[config.mk]
export PLATFORM = sky130hd
export DESIGN_NAME = csrspmv_mac
export DESIGN_NICKNAME = d
export VERILOG_FILES = /design/src/rtl/csrspmv_pkg.sv /design/src/rtl/csrspmv_mac.sv
export SDC_FILE = /design/constraint.sdc
export NUM_CORES = 2
export LEC_CHECK = 0
export BUFFER_PORTS_ARGS = -buffer_cell sky130_fd_sc_hd__buf_2
export CELL_PAD_IN_SITES_DETAIL_PLACEMENT = 1
export CELL_PAD_IN_SITES_GLOBAL_PLACEMENT = 1
export CORE_ASPECT_RATIO = 1.4
export CORE_MARGIN = 2
export CORE_UTILIZATION = 56
export DETAILED_ROUTE_END_ITERATION = 12
export PLACE_DENSITY = 0.85
export SETUP_SLACK_MARGIN = 0.05
export SYNTH_ARGS = -nofsm -noshare
export SYNTH_HDL_FRONTEND = slang
export SYNTH_SLANG_ARGS = --single-unit
[constraint.sdc]
create_clock -name aclk -period 18.2 [get_ports aclk]
set_input_delay 0 -clock aclk [delete_from_list [all_inputs] [get_ports aclk]]
set_output_delay 0 -clock aclk [all_outputs]
set_load 0.01 [all_outputs]
[src/rtl/csrspmv_pkg.sv]
// Shared types and constants for the CSR sparse matrix-vector multiply core.
// Used by the datapath modules, the top level and the port checker.
package csrspmv_pkg;

    localparam int VALUE_W   = 32;
    localparam int COL_W     = 10;
    localparam int ROW_W     = 10;
    localparam int NROWS_W   = 11;
    localparam int FRAC_BITS = 16;
    localparam int PROD_W    = 2 * VALUE_W;
    localparam int SUM_W     = VALUE_W + 17;
    localparam int S_DATA_W  = 48;
    localparam int M_DATA_W  = 48;
    localparam int OP_W      = 2;

    localparam logic [NROWS_W-1:0] NUM_ROWS_RESET = 11'd1024;

    localparam logic signed [VALUE_W-1:0] VALUE_MAX = {1'b0, {(VALUE_W-1){1'b1}}};
    localparam logic signed [VALUE_W-1:0] VALUE_MIN = {1'b1, {(VALUE_W-1){1'b0}}};

    // Beat kinds carried on s_tuser
    typedef enum logic [OP_W-1:0] {
        OP_LOAD    = 2'd0,
        OP_NONZERO = 2'd1,
        OP_EMPTY   = 2'd2
    } op_t;

    // Contents of the stage that waits on the vector read
    typedef struct packed {
        logic                      valid;
        logic                      empty_row;
        logic                      row_end;
        logic                      in_range;
        logic signed [VALUE_W-1:0] value;
    } rd_stage_t;

endpackage

[src/rtl/csrspmv_mac.sv]
// Multiply stage, saturating row accumulator, row counter and result register.
// Depends on csrspmv_pkg.
module csrspmv_mac (
    input  logic                                     aclk,
    input  logic                                     aresetn,
    input  csrspmv_pkg::rd_stage_t                   rd_stage,
    input  logic signed [csrspmv_pkg::VALUE_W-1:0]   elem,
    input  logic [csrspmv_pkg::NROWS_W-1:0]          num_rows,
    output logic                                     rd_stage_take,
    output logic                                     out_valid,
    input  logic                                     out_ready,
    output logic [csrspmv_pkg::ROW_W-1:0]            out_row_index,
    output logic signed [csrspmv_pkg::VALUE_W-1:0]   out_row_sum,
    output logic                                     out_last_row,
    output logic                                     out_overflow
);
    import csrspmv_pkg::*;

    // Product stage
    logic                     mul_valid_reg, mul_valid_next;
    logic                     mul_empty_reg;
    logic                     mul_end_reg;
    logic signed [PROD_W-1:0] mul_prod_reg;

    // Row state
    logic signed [VALUE_W-1:0] acc_reg, acc_next;
    logic                      sat_reg, sat_next;
    logic [ROW_W-1:0]          row_cnt_reg, row_cnt_next;

    // Result register
    logic                      out_valid_reg, out_valid_next;
    logic [ROW_W-1:0]          out_index_reg;
    logic signed [VALUE_W-1:0] out_sum_reg;
    logic                      out_last_reg;
    logic                      out_ovf_reg;

    logic                        mul_emits;
    logic                        out_free;
    logic                        mul_go;
    logic                        mul_free;
    logic signed [PROD_W-1:0]    prod;
    logic signed [SUM_W-1:0]     prod_q;
    logic signed [SUM_W-1:0]     sum_wide;
    logic                        sum_clip;
    logic signed [VALUE_W-1:0]   sum_sat;
    logic                        is_last;

    // Handshake between stages
    assign mul_emits     = mul_empty_reg || mul_end_reg;
    assign out_free      = !out_valid_reg || out_ready;
    assign mul_go        = mul_valid_reg && (!mul_emits || out_free);
    assign mul_free      = !mul_valid_reg || mul_go;
    assign rd_stage_take = mul_free;

    // Multiply value by the vector element
    assign prod = PROD_W'(rd_stage.value) * PROD_W'(elem);

    // Drop fraction bits (floor), add and clamp to the value range
    always_comb begin
        prod_q   = SUM_W'(mul_prod_reg >>> FRAC_BITS);
        sum_wide = SUM_W'(acc_reg) + prod_q;
        sum_clip = !((&sum_wide[SUM_W-1:VALUE_W-1]) || !(|sum_wide[SUM_W-1:VALUE_W-1]));
        if (sum_clip) begin
            sum_sat = sum_wide[SUM_W-1] ? VALUE_MIN : VALUE_MAX;
        end else begin
            sum_sat = sum_wide[VALUE_W-1:0];
        end
    end

    assign is_last = ({1'b0, row_cnt_reg} == (num_rows - NROWS_W'(1)));

    // Next state of the row and the stages
    always_comb begin
        mul_valid_next = mul_free ? rd_stage.valid : mul_valid_reg;
        acc_next       = acc_reg;
        sat_next       = sat_reg;
        row_cnt_next   = row_cnt_reg;
        out_valid_next = out_valid_reg && !out_ready;
        if (mul_go) begin
            if (mul_emits) begin
                acc_next       = '0;
                sat_next       = 1'b0;
                row_cnt_next   = is_last ? '0 : row_cnt_reg + ROW_W'(1);
                out_valid_next = 1'b1;
            end else begin
                acc_next = sum_sat;
                sat_next = sat_reg || sum_clip;
            end
        end
    end

    // Control registers
    always_ff @(posedge aclk) begin
        if (!aresetn) begin
            mul_valid_reg <= 1'b0;
            acc_reg       <= '0;
            sat_reg       <= 1'b0;
            row_cnt_reg   <= '0;
            out_valid_reg <= 1'b0;
        end else begin
            mul_valid_reg <= mul_valid_next;
            acc_reg       <= acc_next;
            sat_reg       <= sat_next;
            row_cnt_reg   <= row_cnt_next;
            out_valid_reg <= out_valid_next;
        end
    end

    // Payload registers
    always_ff @(posedge aclk) begin
        if (mul_free) begin
            mul_empty_reg <= rd_stage.empty_row;
            mul_end_reg   <= rd_stage.row_end;
            mul_prod_reg  <= prod;
        end
        if (mul_go && mul_emits) begin
            out_index_reg <= row_cnt_reg;
            out_last_reg  <= is_last;
            if (mul_empty_reg) begin
                out_sum_reg <= '0;
                out_ovf_reg <= 1'b0;
            end else begin
                out_sum_reg <= sum_sat;
                out_ovf_reg <= sat_reg || sum_clip;
            end
        end
    end

    assign out_valid     = out_valid_reg;
    assign out_row_index = out_index_reg;
    assign out_row_sum   = out_sum_reg;
    assign out_last_row  = out_last_reg;
    assign out_overflow  = out_ovf_reg;

endmodule

==> run_results.csv <==
group,metric,value,unit
timing,fin_crit_sh,0.5224,
synth,netlist_area,0.04339,sq mm
worst_setup_path,cp.arrival,9690,ps
clocking,post_cts_buffers,0,
synth,synth_area_leaders,"fa_1 (50%), inv_1 (8.8%), and2_1 (7.2%)",
clocking,numCtsBuffers,17,
timing,fmax,105.2,MHz
die,dieArea,0.07976,sq mm
die,start_util,0.5667,
synth,yosys.area.top_type,"fa_1",
global_route,grt_pass1_vias,40620,
die,fp.dieW,239.3,um
worst_setup_path,cp_max_fo,32,
route,route.detailed.drc,0,
route,drt.antenna.violating_nets,0,
synth,synth_fp_nets,5942,
global_route,grt_overflow_total,0,
cells_and_area,final_cells,5475,
placed_design,hpwl,111.8,mm
clocking,cts_root_buf,"clkbuf_16",
clocking,path_clk_slew,70,ps
cells_and_area,synthToLayoutAreaGrowth,4.057,%
timing,tns,0,ps
die,core,0.07657,sq mm
global_route,grtUsageTotal,0.3800,
route,post_drt_via_cell_ratio,6.032,
worst_setup_path,setup.worst_path.end_class,"flip-flop",
clocking,clkLatencyLatePin,450,ps
route,wire_per_inst,26.22,um
global_route,grt_max_degree,49,
synth,synth_ff_type,"edfxtp_1",
clocking,cts_resized,0,
timing,rsz0062_at_grt,"false",
synth,yosysTopAreaCellShare,0.4992,
timing,drv_slew,0,
placed_design,portBuffers,126,
cells_and_area,drive_gt1_frac,0.04561,
synth,yosys_warnings,0,
run_status,status,"complete, no violations",
clocking,holdBufCountCts,6,
timing,tightest_slew,1107,ps
route,firstDrtPassIters,7,
synth,synthDistinctLibCells,75,
hold_path,min_path_type,"input pin to flip-flop",
clocking,cts.path.max_buffers,2,
global_route,antenna_found_initial,5,
placed_design,dp.cells,5433,
die,row_count,120,
route,wl,143.6,mm
timing,hold_viol,0,
cells_and_area,fin_nets,5876,
placed_design,place.gp.congestion,0.9066,
clocking,htree_levels,4,
route,num_vias,33020,
synth,seq_area_frac_synth,0.08581,
worst_setup_path,path_class,"input pin to flip-flop",
cells_and_area,largest_reg_flops,48,
worst_setup_path,start_kind,"input pin",
timing,finClkSkew,12.96,ps
timing,setup_viol,0,
synth,synthCells,4548,
clocking,cts_tree,"built",
timing,timing.slew.headroom,0.2570,
route,drt_iter0_drc,1921,
synth,ys_ff_latch,139,
synth,async_flop_share,0,
flow_run,maxCapViolCount,0,
global_route,grt_pass1_wl,224.8,mm
die,die_y,333.4,um
synth,synth_edf_count,94,
die,io_pins,128,
worst_setup_path,crit_required,18380,ps
clocking,cts.sinks,139,
synth,synth.avg_cell_area,9.541,sq um
timing,min_period,9508,ps
-- through the flow --
step | worst slack, ps | instance area (sq um) | util | hold WS [ps]
after floorplan | 10360 | 43390 | - | 98.87
after global placement | 8855 | 44510 | 0.5813 | 176.8
after detailed placement | 8311 | 44510 | 0.5813 | 195.8
after CTS | 8786 | 45140 | 0.5896 | 186.2
after global routing | 8245 | 45150 | 0.5896 | 202.3
final | 8692 | 45150 | 0.5897 | 171.3
-- worst paths after layout --
| kind | startpoint | cells after the start | end | slack, ps |
|---|---|---|---|---|
| setup / recovery | rd_stage[31] | 28 | mul_prod_reg[63] | 8690 |
| hold / removal | num_rows[10] | 3 | out_last_row | 170 |
| setup reg to reg | acc_reg[31] | 13 | out_row_sum[17] | 12260 |
| hold reg to reg | acc_reg[7] | 1 | acc_reg[7] | 480 |
-- logic make-up after synthesis --
kind of cell	share of synthesized area
AOI/OAI and AO/OA	0.05948
xor gates and xnor gates	0.02563
adders and majority gates	0.5655
buffers and inverters	0.1102
DFF	0.08581
muxes	0.0004902
and+or+nand+nor	0.1529
-- cell usage in the layout, fill, tap and decap left out, types with 32 or more instances in the layout --
cell type	count
fa_1	1082
inv_1	1022
nand2_1	579
and2_1	501
ha_1	230
buf_2	126
nor2_1	94
edfxtp_1	94
a21oi_1	79
xnor2_1	77
o21ai_0	59
a21o_1	58
xor2_1	50
dfxtp_1	45
nand4_1	32
-- per-layer routing --
metal / track usage / vias to the layer above / wire, um
li1: - / 13350 / -
met1: 0.3673 / 17120 / 43530
met2: 0.6792 / 1641 / 74860
met3: 0.07499 / 910 / 9309
met4: 0.3382 / 4 / 15840
met5: 0 / - / 25
-- synth_stat cells (23+ instances only) --
master	n
xnor2_1	77
o21ai_0	59
inv_1	1022
nand4_1	32
nand3_1	25
fa_1	1082
edfxtp_1	94
and2_1	501
a21oi_1	79
a21o_1	58
clkbuf_1	224
nand2_1	580
nor2_1	94
nand2b_1	23
xor2_1	50
dfxtp_1	45
ha_1	230
-- worst max-delay path, stage by stage --
cell and delay (ps):
buf_2 620, nand2_1 330, inv_1 170, fa_1 410, inv_1 280, fa_1 490, inv_1 290, fa_1 520
fa_1 1090, inv_1 490, fa_1 640, inv_1 80, fa_1 560, fa_1 430, fa_1 470, ha_1 350
inv_1 110, o21bai_1 90, a21oi_1 150, nor2b_1 60, o21ai_0 160, nand2b_1 100, a311oi_1 290, o21ai_0 300
a221oi_1 460, o21bai_1 230, a221oi_1 390, xnor2_1 110
-- cell type report --
cell class	count	area, sq um
Inverter	1023	3840
Multi-Input combinational cell	3143	34900
Timing Repair Buffer	158	885.9
Sequential cell	139	3724
Fill cell	8637	31420
Clock buffer	17	425.4
Antenna cell	4	10.01
Tap cell	976	1221
Clock inverter	15	150.1
Power is left out: the tool's default activity adds up to more than one toggle a clock period on the data nets, which glitch-free logic cannot reach.
